## src/hdl/ts_pid_filter_defines.svh

```systemverilog
// assertion macros shared by the transport stream filter modules
// needs clk_i and rst_ni in the scope where a macro is used
`ifndef TS_PID_FILTER_DEFINES_SVH
`define TS_PID_FILTER_DEFINES_SVH

// same-cycle implication, checked on every rising edge out of reset
`define TSPF_ASSERT_NOW(lbl, ante, cons, msg) \
  lbl: assert property (@(posedge clk_i) disable iff (!rst_ni) (ante) |-> (cons)) \
    else $error(msg);

// next-cycle implication
`define TSPF_ASSERT_NEXT(lbl, ante, cons, msg) \
  lbl: assert property (@(posedge clk_i) disable iff (!rst_ni) (ante) |=> (cons)) \
    else $error(msg);

`endif

```

## src/hdl/tspf_pkg.sv

```systemverilog
// constants, register indexes and shared types of the transport stream filter
// no dependencies
package tspf_pkg;

  localparam int unsigned POS_W = 8;
  localparam int unsigned PID_W = 13;
  localparam int unsigned CC_W  = 4;
  localparam int unsigned CFG_IDX_W  = 3;
  localparam int unsigned CFG_DATA_W = 13;

  localparam logic [7:0] SYNC_BYTE        = 8'h47;
  localparam logic [POS_W-1:0] TS_LEN     = 8'd188;
  localparam logic [POS_W-1:0] PFX_PKT_LEN = 8'd192;

  // header byte positions counted from the sync byte
  localparam logic [POS_W-1:0] POS_SYNC    = 8'd0;
  localparam logic [POS_W-1:0] POS_PID_HI  = 8'd1;
  localparam logic [POS_W-1:0] POS_PID_LO  = 8'd2;
  localparam logic [POS_W-1:0] POS_CTRL    = 8'd3;
  localparam logic [POS_W-1:0] POS_AF_LEN  = 8'd4;
  localparam logic [POS_W-1:0] PLAIN_PAYLOAD_OFS = 8'd4;
  localparam logic [8:0]       AF_BASE_OFS = 9'd5;

  // configuration register indexes
  localparam logic [CFG_IDX_W-1:0] CFG_VIDEO_PID     = 3'd0;
  localparam logic [CFG_IDX_W-1:0] CFG_VIDEO_ENABLE  = 3'd1;
  localparam logic [CFG_IDX_W-1:0] CFG_AUDIO_PID     = 3'd2;
  localparam logic [CFG_IDX_W-1:0] CFG_AUDIO_ENABLE  = 3'd3;
  localparam logic [CFG_IDX_W-1:0] CFG_PREFIXED_MODE = 3'd4;

  typedef struct packed {
    logic [PID_W-1:0] video_pid;
    logic             video_enable;
    logic [PID_W-1:0] audio_pid;
    logic             audio_enable;
    logic             prefixed_mode;
  } cfg_t;

  typedef struct packed {
    logic [7:0] payload_byte;
    logic       is_audio;
    logic       unit_start;
    logic       last_in_packet;
  } result_t;

endpackage

```

## src/hdl/tspf_if.sv

```systemverilog
// valid/ready channel interfaces: raw stream bytes, filtered payload, register writes
// uses tspf_pkg for widths
interface tspf_stream_if import tspf_pkg::*; ();
  logic       valid;
  logic       ready;
  logic [7:0] stream_byte;
  modport source (output valid, output stream_byte, input ready);
  modport sink (input valid, input stream_byte, output ready);
endinterface

interface tspf_result_if import tspf_pkg::*; ();
  logic       valid;
  logic       ready;
  logic [7:0] payload_byte;
  logic       is_audio;
  logic       unit_start;
  logic       last_in_packet;
  modport source (output valid, output payload_byte, output is_audio, output unit_start,
                  output last_in_packet, input ready);
  modport sink (input valid, input payload_byte, input is_audio, input unit_start,
                input last_in_packet, output ready);
endinterface

interface tspf_cfg_if import tspf_pkg::*; ();
  logic                  valid;
  logic                  ready;
  logic [CFG_IDX_W-1:0]  index;
  logic [CFG_DATA_W-1:0] data;
  modport source (output valid, output index, output data, input ready);
  modport sink (input valid, input index, input data, output ready);
endinterface

```

## src/hdl/tspf_cfg_regs.sv

```systemverilog
// configuration register file of the transport stream filter
// uses tspf_pkg and the tspf_cfg_if interface
module tspf_cfg_regs import tspf_pkg::*; (
  input  logic       clk_i,
  input  logic       rst_ni,
  tspf_cfg_if.sink   cfg_i,
  output cfg_t       cfg_o
);

  cfg_t regs_q;

  assign cfg_i.ready = 1'b1;
  assign cfg_o       = regs_q;

  always_ff @(posedge clk_i or negedge rst_ni) begin
    if (!rst_ni) begin
      regs_q.video_pid     <= '1;
      regs_q.video_enable  <= 1'b0;
      regs_q.audio_pid     <= '1;
      regs_q.audio_enable  <= 1'b0;
      regs_q.prefixed_mode <= 1'b0;
    end else if (cfg_i.valid) begin
      // indexes past the register list are dropped
      case (cfg_i.index)
        CFG_VIDEO_PID:     regs_q.video_pid     <= cfg_i.data[PID_W-1:0];
        CFG_VIDEO_ENABLE:  regs_q.video_enable  <= cfg_i.data[0];
        CFG_AUDIO_PID:     regs_q.audio_pid     <= cfg_i.data[PID_W-1:0];
        CFG_AUDIO_ENABLE:  regs_q.audio_enable  <= cfg_i.data[0];
        CFG_PREFIXED_MODE: regs_q.prefixed_mode <= cfg_i.data[0];
        default: ;
      endcase
    end
  end

endmodule

```

## src/hdl/tspf_parser.sv

```systemverilog
// packet tracker: sync lock, header decode, pid match, continuity check, payload select
// uses tspf_pkg, tspf_stream_if and the assertion macros
`include "ts_pid_filter_defines.svh"

module tspf_parser import tspf_pkg::*; (
  input  logic         clk_i,
  input  logic         rst_ni,
  input  cfg_t         cfg_i,
  tspf_stream_if.sink  stream_i,
  input  logic         space_i,
  output logic         push_o,
  output result_t      result_o
);

  logic [POS_W-1:0] pos_q, pos_d;
  logic             locked_q, locked_d;
  logic [PID_W-1:0] pid_q, pid_d;
  logic             err_q, err_d;
  logic             start_q, start_d;
  logic             pending_q, pending_d;
  logic             match_q, match_d;
  logic [POS_W-1:0] offset_q, offset_d;
  logic             acc_q, acc_d;
  logic             audio_q, audio_d;
  logic [CC_W-1:0]  last_cc_q, last_cc_d;
  logic [CC_W-1:0]  cc_q, cc_d;

  logic             accept;
  logic [7:0]       b;
  logic [POS_W-1:0] plen;
  logic [POS_W-1:0] pos;
  logic [POS_W:0]   pos_inc;
  logic [8:0]       af_ofs;
  logic             dec_en;
  logic [CC_W-1:0]  dec_cc;
  logic [CC_W-1:0]  cc_expect;
  logic             has_result;

  assign stream_i.ready = space_i;
  assign accept         = stream_i.valid && space_i;
  assign b              = stream_i.stream_byte;
  assign plen           = cfg_i.prefixed_mode ? PFX_PKT_LEN : TS_LEN;
  // a mode change can leave the position past the packet end
  assign pos            = (pos_q >= plen) ? POS_SYNC : pos_q;
  assign pos_inc        = {1'b0, pos} + {{POS_W{1'b0}}, 1'b1};
  assign af_ofs         = AF_BASE_OFS + {1'b0, b};
  assign cc_expect      = last_cc_q + {{(CC_W-1){1'b0}}, 1'b1};

  always_comb begin
    pos_d      = pos;
    locked_d   = locked_q;
    pid_d      = pid_q;
    err_d      = err_q;
    start_d    = start_q;
    pending_d  = pending_q;
    match_d    = match_q;
    offset_d   = offset_q;
    acc_d      = acc_q;
    audio_d    = audio_q;
    last_cc_d  = last_cc_q;
    cc_d       = cc_q;
    dec_en     = 1'b0;
    dec_cc     = cc_q;
    has_result = 1'b0;

    if (pos == POS_SYNC) begin
      if (b != SYNC_BYTE) begin
        locked_d = 1'b0;
        acc_d    = 1'b0;
        pos_d    = POS_SYNC;
      end else begin
        locked_d  = 1'b1;
        pid_d     = '0;
        err_d     = 1'b0;
        start_d   = 1'b0;
        pending_d = 1'b0;
        match_d   = 1'b0;
        offset_d  = '0;
        acc_d     = 1'b0;
        audio_d   = 1'b0;
        cc_d      = '0;
        pos_d     = POS_PID_HI;
      end
    end else if (!locked_q) begin
      pos_d = POS_SYNC;
    end else begin
      if (pos == POS_PID_HI) begin
        err_d     = b[7];
        start_d   = b[6];
        pending_d = 1'b0;
        match_d   = 1'b0;
        pid_d     = {b[4:0], 8'h00};
      end else if (pos == POS_PID_LO) begin
        pid_d = pid_q | {5'b0, b};
      end else if (pos == POS_CTRL) begin
        acc_d = 1'b0;
        cc_d  = b[3:0];
        // no error, not scrambled, payload present
        if (!err_q && (b[7:6] == 2'b00) && b[4]) begin
          if (cfg_i.video_enable && (pid_q == cfg_i.video_pid)) begin
            match_d = 1'b1;
            audio_d = 1'b0;
          end else if (cfg_i.audio_enable && (pid_q == cfg_i.audio_pid)) begin
            match_d = 1'b1;
            audio_d = 1'b1;
          end
          if (match_d) begin
            if (!b[5]) begin
              offset_d = PLAIN_PAYLOAD_OFS;
              dec_en   = 1'b1;
              dec_cc   = b[3:0];
            end else begin
              pending_d = 1'b1;
            end
          end
        end
      end else if ((pos == POS_AF_LEN) && pending_q) begin
        pending_d = 1'b0;
        if (af_ofs > {1'b0, TS_LEN}) begin
          acc_d = 1'b0;
        end else begin
          offset_d = af_ofs[POS_W-1:0];
          dec_en   = 1'b1;
        end
      end

      // accept decision; video also checks and resyncs the continuity counter
      if (dec_en) begin
        if (!match_d) begin
          acc_d = 1'b0;
        end else if (audio_d) begin
          acc_d = 1'b1;
        end else begin
          acc_d     = (dec_cc == cc_expect);
          last_cc_d = dec_cc;
        end
      end

      has_result = acc_d && (pos >= POS_AF_LEN) && (pos >= offset_d) && (pos < TS_LEN);
      pos_d      = (pos_inc >= {1'b0, plen}) ? POS_SYNC : pos_inc[POS_W-1:0];
    end
  end

  always_ff @(posedge clk_i or negedge rst_ni) begin
    if (!rst_ni) begin
      pos_q     <= '0;
      locked_q  <= 1'b0;
      pid_q     <= '0;
      err_q     <= 1'b0;
      start_q   <= 1'b0;
      pending_q <= 1'b0;
      match_q   <= 1'b0;
      offset_q  <= '0;
      acc_q     <= 1'b0;
      audio_q   <= 1'b0;
      last_cc_q <= '0;
      cc_q      <= '0;
    end else if (accept) begin
      pos_q     <= pos_d;
      locked_q  <= locked_d;
      pid_q     <= pid_d;
      err_q     <= err_d;
      start_q   <= start_d;
      pending_q <= pending_d;
      match_q   <= match_d;
      offset_q  <= offset_d;
      acc_q     <= acc_d;
      audio_q   <= audio_d;
      last_cc_q <= last_cc_d;
      cc_q      <= cc_d;
    end
  end

  assign push_o                  = accept && has_result;
  assign result_o.payload_byte   = b;
  assign result_o.is_audio       = audio_d;
  assign result_o.unit_start     = start_d;
  assign result_o.last_in_packet = (pos == (TS_LEN - 8'd1));

  `TSPF_ASSERT_NEXT(a_sync_loss, accept && (pos == POS_SYNC) && (b != SYNC_BYTE), !locked_q, "sync byte missing but still locked")
  `TSPF_ASSERT_NOW(a_push_locked, push_o, locked_q && (pos >= offset_d), "payload request while unlocked or inside header")
  `TSPF_ASSERT_NOW(a_hunt_pos, !locked_q, pos_q == POS_SYNC, "position advanced while hunting")
  `TSPF_ASSERT_NOW(a_pos_range, 1'b1, pos_q < PFX_PKT_LEN, "byte position past longest packet")

endmodule

```

## src/hdl/tspf_out_buf.sv

```systemverilog
// two-entry result register with skid stage in front of the output channel
// uses tspf_pkg, tspf_result_if and the assertion macros
`include "ts_pid_filter_defines.svh"

module tspf_out_buf import tspf_pkg::*; (
  input  logic          clk_i,
  input  logic          rst_ni,
  input  logic          push_i,
  input  result_t       data_i,
  output logic          space_o,
  tspf_result_if.source result_o
);

  logic    out_valid_q, out_valid_d;
  logic    skid_valid_q, skid_valid_d;
  result_t out_q, out_d;
  result_t skid_q, skid_d;
  logic    take;

  assign take    = out_valid_q && result_o.ready;
  assign space_o = !skid_valid_q;

  always_comb begin
    out_valid_d  = out_valid_q;
    skid_valid_d = skid_valid_q;
    out_d        = out_q;
    skid_d       = skid_q;
    if (take || !out_valid_q) begin
      if (skid_valid_q) begin
        out_valid_d  = 1'b1;
        out_d        = skid_q;
        skid_valid_d = push_i;
        skid_d       = data_i;
      end else begin
        out_valid_d = push_i;
        out_d       = data_i;
      end
    end else if (push_i) begin
      // output held by the sink, park the new request
      skid_valid_d = 1'b1;
      skid_d       = data_i;
    end
  end

  always_ff @(posedge clk_i or negedge rst_ni) begin
    if (!rst_ni) begin
      out_valid_q  <= 1'b0;
      skid_valid_q <= 1'b0;
    end else begin
      out_valid_q  <= out_valid_d;
      skid_valid_q <= skid_valid_d;
    end
  end

  always_ff @(posedge clk_i) begin
    out_q  <= out_d;
    skid_q <= skid_d;
  end

  assign result_o.valid          = out_valid_q;
  assign result_o.payload_byte   = out_q.payload_byte;
  assign result_o.is_audio       = out_q.is_audio;
  assign result_o.unit_start     = out_q.unit_start;
  assign result_o.last_in_packet = out_q.last_in_packet;

  `TSPF_ASSERT_NOW(a_skid_order, skid_valid_q, out_valid_q, "skid entry without output entry")
  `TSPF_ASSERT_NOW(a_no_overflow, push_i, !skid_valid_q, "request pushed into full buffer")
  `TSPF_ASSERT_NEXT(a_skid_drain, skid_valid_q && take && !push_i, !skid_valid_q && out_valid_q, "skid entry not moved forward")

endmodule

```

## src/hdl/ts_pid_filter.sv

```systemverilog
// top level of the transport stream pid filter
// uses tspf_pkg, the channel interfaces, tspf_cfg_regs, tspf_parser and tspf_out_buf
//
//   port      dir  request                      handshake
//   stream_i  in   stream_byte                  valid / ready
//   result_o  out  payload_byte, is_audio,      valid / ready
//                  unit_start, last_in_packet
//   cfg_i     in   index, data                  valid / ready (ready always high)
//
// one byte per cycle while stream_i.ready is high; each byte is decoded in the
// cycle it is taken and its payload request lands in the output register, or
// in the skid entry while the sink holds the output register, on the next edge.
// stream_i.ready drops in the cycle after a new request is parked in the skid
// entry and rises again once the sink takes a request. reset clears lock,
// header state, enables and buffer, sets pids to all ones; the filter hunts.
module ts_pid_filter import tspf_pkg::*; (
  input  logic          clk_i,
  input  logic          rst_ni,
  tspf_stream_if.sink   stream_i,
  tspf_result_if.source result_o,
  tspf_cfg_if.sink      cfg_i
);

  cfg_t    cfg;
  logic    push;
  logic    space;
  result_t result;

  tspf_cfg_regs u_cfg_regs (
    .clk_i  (clk_i),
    .rst_ni (rst_ni),
    .cfg_i  (cfg_i),
    .cfg_o  (cfg)
  );

  tspf_parser u_parser (
    .clk_i    (clk_i),
    .rst_ni   (rst_ni),
    .cfg_i    (cfg),
    .stream_i (stream_i),
    .space_i  (space),
    .push_o   (push),
    .result_o (result)
  );

  tspf_out_buf u_out_buf (
    .clk_i    (clk_i),
    .rst_ni   (rst_ni),
    .push_i   (push),
    .data_i   (result),
    .space_o  (space),
    .result_o (result_o)
  );

endmodule
```

## src/flat_wrapper.sv

```systemverilog
// flat-port wrapper written by rule: the top's interface ports become plain ports
module ts_pid_filter_flat import tspf_pkg::*;
  (clk_i, rst_ni, stream_i_valid, stream_i_stream_byte, stream_i_ready, result_o_valid, result_o_payload_byte, result_o_is_audio, result_o_unit_start, result_o_last_in_packet, result_o_ready, cfg_i_valid, cfg_i_index, cfg_i_data, cfg_i_ready);
  tspf_stream_if stream_i_i ();
  tspf_result_if result_o_i ();
  tspf_cfg_if cfg_i_i ();
  input  logic clk_i;
  input  logic rst_ni;
  input wire logic [$bits(stream_i_i.valid)-1:0] stream_i_valid;
  input wire logic [$bits(stream_i_i.stream_byte)-1:0] stream_i_stream_byte;
  output wire logic [$bits(stream_i_i.ready)-1:0] stream_i_ready;
  output wire logic [$bits(result_o_i.valid)-1:0] result_o_valid;
  output wire logic [$bits(result_o_i.payload_byte)-1:0] result_o_payload_byte;
  output wire logic [$bits(result_o_i.is_audio)-1:0] result_o_is_audio;
  output wire logic [$bits(result_o_i.unit_start)-1:0] result_o_unit_start;
  output wire logic [$bits(result_o_i.last_in_packet)-1:0] result_o_last_in_packet;
  input wire logic [$bits(result_o_i.ready)-1:0] result_o_ready;
  input wire logic [$bits(cfg_i_i.valid)-1:0] cfg_i_valid;
  input wire logic [$bits(cfg_i_i.index)-1:0] cfg_i_index;
  input wire logic [$bits(cfg_i_i.data)-1:0] cfg_i_data;
  output wire logic [$bits(cfg_i_i.ready)-1:0] cfg_i_ready;
  assign stream_i_i.valid = stream_i_valid;
  assign stream_i_i.stream_byte = stream_i_stream_byte;
  assign stream_i_ready = stream_i_i.ready;
  assign result_o_valid = result_o_i.valid;
  assign result_o_payload_byte = result_o_i.payload_byte;
  assign result_o_is_audio = result_o_i.is_audio;
  assign result_o_unit_start = result_o_i.unit_start;
  assign result_o_last_in_packet = result_o_i.last_in_packet;
  assign result_o_i.ready = result_o_ready;
  assign cfg_i_i.valid = cfg_i_valid;
  assign cfg_i_i.index = cfg_i_index;
  assign cfg_i_i.data = cfg_i_data;
  assign cfg_i_ready = cfg_i_i.ready;
  ts_pid_filter u_core (.clk_i(clk_i), .rst_ni(rst_ni), .stream_i(stream_i_i), .result_o(result_o_i), .cfg_i(cfg_i_i));
endmodule
```

## config.mk

```make
export PLATFORM = sky130hd
export DESIGN_NAME = ts_pid_filter_flat
export DESIGN_NICKNAME = d
export VERILOG_FILES = /design/src/hdl/tspf_pkg.sv /design/src/hdl/tspf_if.sv /design/src/hdl/tspf_cfg_regs.sv /design/src/hdl/tspf_parser.sv /design/src/hdl/tspf_out_buf.sv /design/src/hdl/ts_pid_filter.sv /design/src/flat_wrapper.sv
export VERILOG_INCLUDE_DIRS = /design/src /design/src/hdl
export SDC_FILE = /design/constraint.sdc
export NUM_CORES = 1
export LEC_CHECK = 0
export BUFFER_PORTS_ARGS = -buffer_cell sky130_fd_sc_hd__buf_2
export CAP_MARGIN = 40
export CORE_ASPECT_RATIO = 0.5
export CORE_MARGIN = 2
export CORE_UTILIZATION = 50
export CTS_CLUSTER_SIZE = 25
export DETAILED_ROUTE_END_ITERATION = 6
export GPL_ROUTABILITY_DRIVEN = 0
export GPL_TIMING_DRIVEN = 0
export PLACE_DENSITY = 0.67
export SLEW_MARGIN = 20
export SYNTH_ARGS = -nofsm -noshare
export SYNTH_HDL_FRONTEND = slang
export SYNTH_SLANG_ARGS = --single-unit
```

## constraint.sdc

```tcl
create_clock -name clk_i -period 6.5 [get_ports clk_i]
set_input_delay 1.3 -clock clk_i [delete_from_list [all_inputs] [get_ports clk_i]]
set_output_delay 1.3 -clock clk_i [all_outputs]
set_load 0.02 [all_outputs]
```

==> flow_metrics.py <==
metrics = {
    "run_status": {
        "run_status": "complete, no violations",
    },
    "floorplan": {
        "initial_core_util_pct": 51.4,
        "num_io_pins": 43,
        "fp-row-count": 27,
        "die_y_um": 79.1,
        "die_w_um": 154,
        "die-area_um2": 12200,
        "core_um2": 11000,
    },
    "clock_tree": {
        "worstSkewPairLatency_ps": 350,
        "clockRootBuffer": "clkbuf_16",
        "clkSinkCount": 97,
        "htree_num_levels": 3,
        "cts_buffers": 9,
        "cts_tree": "built",
        "ctsHoldBuffers": 0,
        "clk_pin_slew_ps": 60,
        "cts_buffer_depth": 2,
    },
    "route": {
        "routedWlPerCell_um": 17.8,
        "avgViaCountPerCell": 5.74,
        "drt_iter0_markers": 265,
        "drc": 0,
        "vias": 4198,
        "wl_um": 13000,
        "firstDrtPassIters": 5,
        "postRouteAntennaNets": 0,
    },
    "synth": {
        "synth_top_family_by_area": "simple AND/OR/NAND/NOR gates",
        "synth.area.top_cells": "dfrtp_1, dfstp_2, edfxtp_1",
        "synth_edf_count": 22,
        "synthAdderAreaFrac_pct": 5.54,
        "synthXorXnorAreaFrac_pct": 6.21,
        "ys_seq_area_share_pct": 45.6,
        "async_flop_share_pct": 77.3,
        "ys_warn_count": 0,
        "yosysUniqueCellTypes": 67,
        "synth_top_area_share_pct": 21.7,
        "syn-cell-area_um2": 5640,
        "synth_compound_area_share_pct": 14.0,
        "synthSimpleGateAreaFrac_pct": 14.8,
        "synth_nets": 578,
        "synth.avg_cell_area_um2": 10.8,
        "ys.flop_type": "dfrtp_1",
        "syn-instance-count": 524,
        "synth-seq-cells": 97,
        "synthMuxAreaShare_pct": 10.9,
        "synth_area_leader_cell": "dfrtp_1",
    },
    "setup_path": {
        "cpMaxStageDelayCell": "dfrtp_1",
        "cpPeakStageDelay_ps": 570,
        "arrival_ps": 6050,
        "cp_top_family": "compound AO/OA/AOI/OAI gates",
        "cp_max_fo": 10,
        "crit_required_ps": 6550,
        "crit_path_end_kind": "flop",
        "cp.buffers_inverters": 4,
        "cp_cell_sequence": "ha_1, nor2b_1, a311o_1, a22oi_2, clkbuf_1, and2_1, inv_1, ha_1, or2_2, buf_1, a2111oi_4, nand2_4, nand2_1, mux2i_1, ha_1, nand2b_1, a21o_1, a21o_1, a21o_1, a21oi_1, a311oi_1, nand4_1, o22ai_2, buf_4",
        "timing_worst_setup_path_type": "reg2reg",
        "start_kind": "flop",
    },
    "place": {
        "hpwl_um": 9660,
        "io_buffers": 41,
        "dp_cells": 713,
        "dp_slack_ps": -343,
    },
    "timing": {
        "timing.final.ws_setup_ps": 504,
        "period_minus_slack_ps": 6000,
        "setup_viol": 0,
        "finalClockSkew_ps": 9.23,
        "worst_slew_pin_slew_ps": 899,
        "slew_headroom_pct": 39.5,
        "hold_slack_ps": 477,
        "fin_crit_sh_pct": 92.3,
        "drv_slew": 0,
        "rsz0062_at_grt": "no",
        "fmax_mhz": 167,
        "tns_ps": 0,
        "finalHoldViolations": 0,
    },
    "power_and_ir_drop": {
        "p_leak_nw": 2.66,
        "power_w": 0.00144,
        "power_density_nw_per_um2": 226,
        "ir_drop_uv": 139,
    },
    "final_layout": {
        "layout_commonest_cell": "dfrtp_1",
        "n_antenna_cell": 0,
        "layout_common_cells": "dfrtp_1, mux2_2, buf_2",
        "area_delta_synth_final_pct": 13.2,
        "drive_above_1_share_pct": 25.9,
        "final_nets": 635,
        "final_cells": 731,
    },
    "global_route": {
        "grt_pass1_vias": 4158,
        "grt_antenna_before_repair": 0,
        "grt_max_degree": 44,
        "grt_pass1_wl_um": 21600,
        "grt.total_usage_pct": 23.0,
        "grt-ovfl-total": 0,
    },
    "worst_hold_path": {
        "hp-class": "reg2reg",
    },
    "flow_run": {
        "max-cap-violations": 0,
    },
}
==> per-stage QoR <==
stage	cell area [um2]	util, %
floorplan	5640	-
global placement	6030	54.9
detailed placement	6070	55.3
CTS	6370	58.0
global route	6380	58.2
finish	6380	58.2
==> cell usage after synthesis, types with 6 or more instances <==
master and count:
dfrtp_1 49, mux2_2 46, nand2_1 42, nor2_1 35
xnor2_1 32, dfstp_2 26, ha_1 25, edfxtp_1 22
a21oi_1 18, clkbuf_1 18, nand3_1 15, a22o_1 14
inv_1 14, o21ai_0 14, a21o_1 11, nand4_1 11
o22ai_1 10, and2_1 8, nor2b_1 8, xor2_1 8
nor3_1 7, o211ai_1 6
==> worst min-delay path: cells and delay by family (launching register included) <==
kind	cells	cell delay (ps)
DFF	1	330
AOI/OAI and AO/OA	1	60
and+or+nand+nor	1	40
==> worst paths after layout <==
check	from	endpoint	slack (ps)	depth (start not counted)
max	u_core.u_cfg_regs.cfg_o[0]	u_core.u_out_buf.skid_q[10]	500	24
min	u_core.u_parser.offset_q[5]	u_core.u_parser.offset_q[5]	480	2
max reg2reg	u_core.u_cfg_regs.cfg_o[0]	u_core.u_out_buf.skid_q[10]	500	24
min reg2reg	u_core.u_parser.offset_q[5]	u_core.u_parser.offset_q[5]	480	2
max in group asynchronous	rst_ni	u_core.u_cfg_regs.cfg_o[16]	4990	2
min in group asynchronous	rst_ni	u_core.u_parser.pid_q[8]	910	1
==> sequential cells by signal, indices dropped and copies added, names as in the netlist, 4 cells and up <==
| signal | cells |
|---|---|
| u_core.u_parser.offset_q | 8 |
| u_core.u_out_buf.result_o.payload_byte | 8 |
| u_core.u_cfg_regs.cfg_o | 29 |
| u_core.u_parser.cc_q | 4 |
| u_core.u_out_buf.skid_q | 11 |
| u_core.u_parser.pos_q | 8 |
| u_core.u_parser.last_cc_q | 4 |
| u_core.u_parser.pid_q | 13 |
==> logic make-up after synthesis <==
group,count (synthesis)
simple gates,159
buf+inv,40
mux,55
compound gates,107
flops,97
xor+xnor,40
other cells,1
fa+ha+maj,25
==> final cells by class <==
| cell class | instances | area, um2 |
|---|---|---|
| multi-input cells | 387 | 2920 |
| flip-flops and latches | 97 | 2570 |
| fillers | 939 | 4590 |
| plain buffers | 25 | 109 |
| inverters | 15 | 56.3 |
| clock inverters | 5 | 55.1 |
| repair buffers | 46 | 263 |
| clock buffers | 11 | 233 |
| well taps | 145 | 181 |
==> power breakdown <==
| part | internal (W) | total, W | leakage (nW) | switching, W |
|---|---|---|---|---|
| Sequential | 0.000698 | 0.000739 | 1.14 | 0.0000412 |
| Combinational | 0.0000978 | 0.000182 | 1.38 | 0.0000844 |
| Clock | 0.000298 | 0.000521 | 0.138 | 0.000223 |
==> layer usage <==
metal / GRT usage [%] / part of all wire (%) / vias up
met1: 32.3 / 50 / 2035
met4: 6.82 / 1.5 / 0
met2: 36.1 / 43 / 106
li1: - / - / 2035
met5: 0 / 0 / -
met3: 5.24 / 5.4 / 22
==> repair_timing <==
action	in CTS	in global routing
gates cloned	0	0
pin swaps	1	1
setup buffers	1	1
endpoints found under the setup margin	11	11
resized for setup	1	1
No activity file was read; power rests on OpenSTA's default activity.
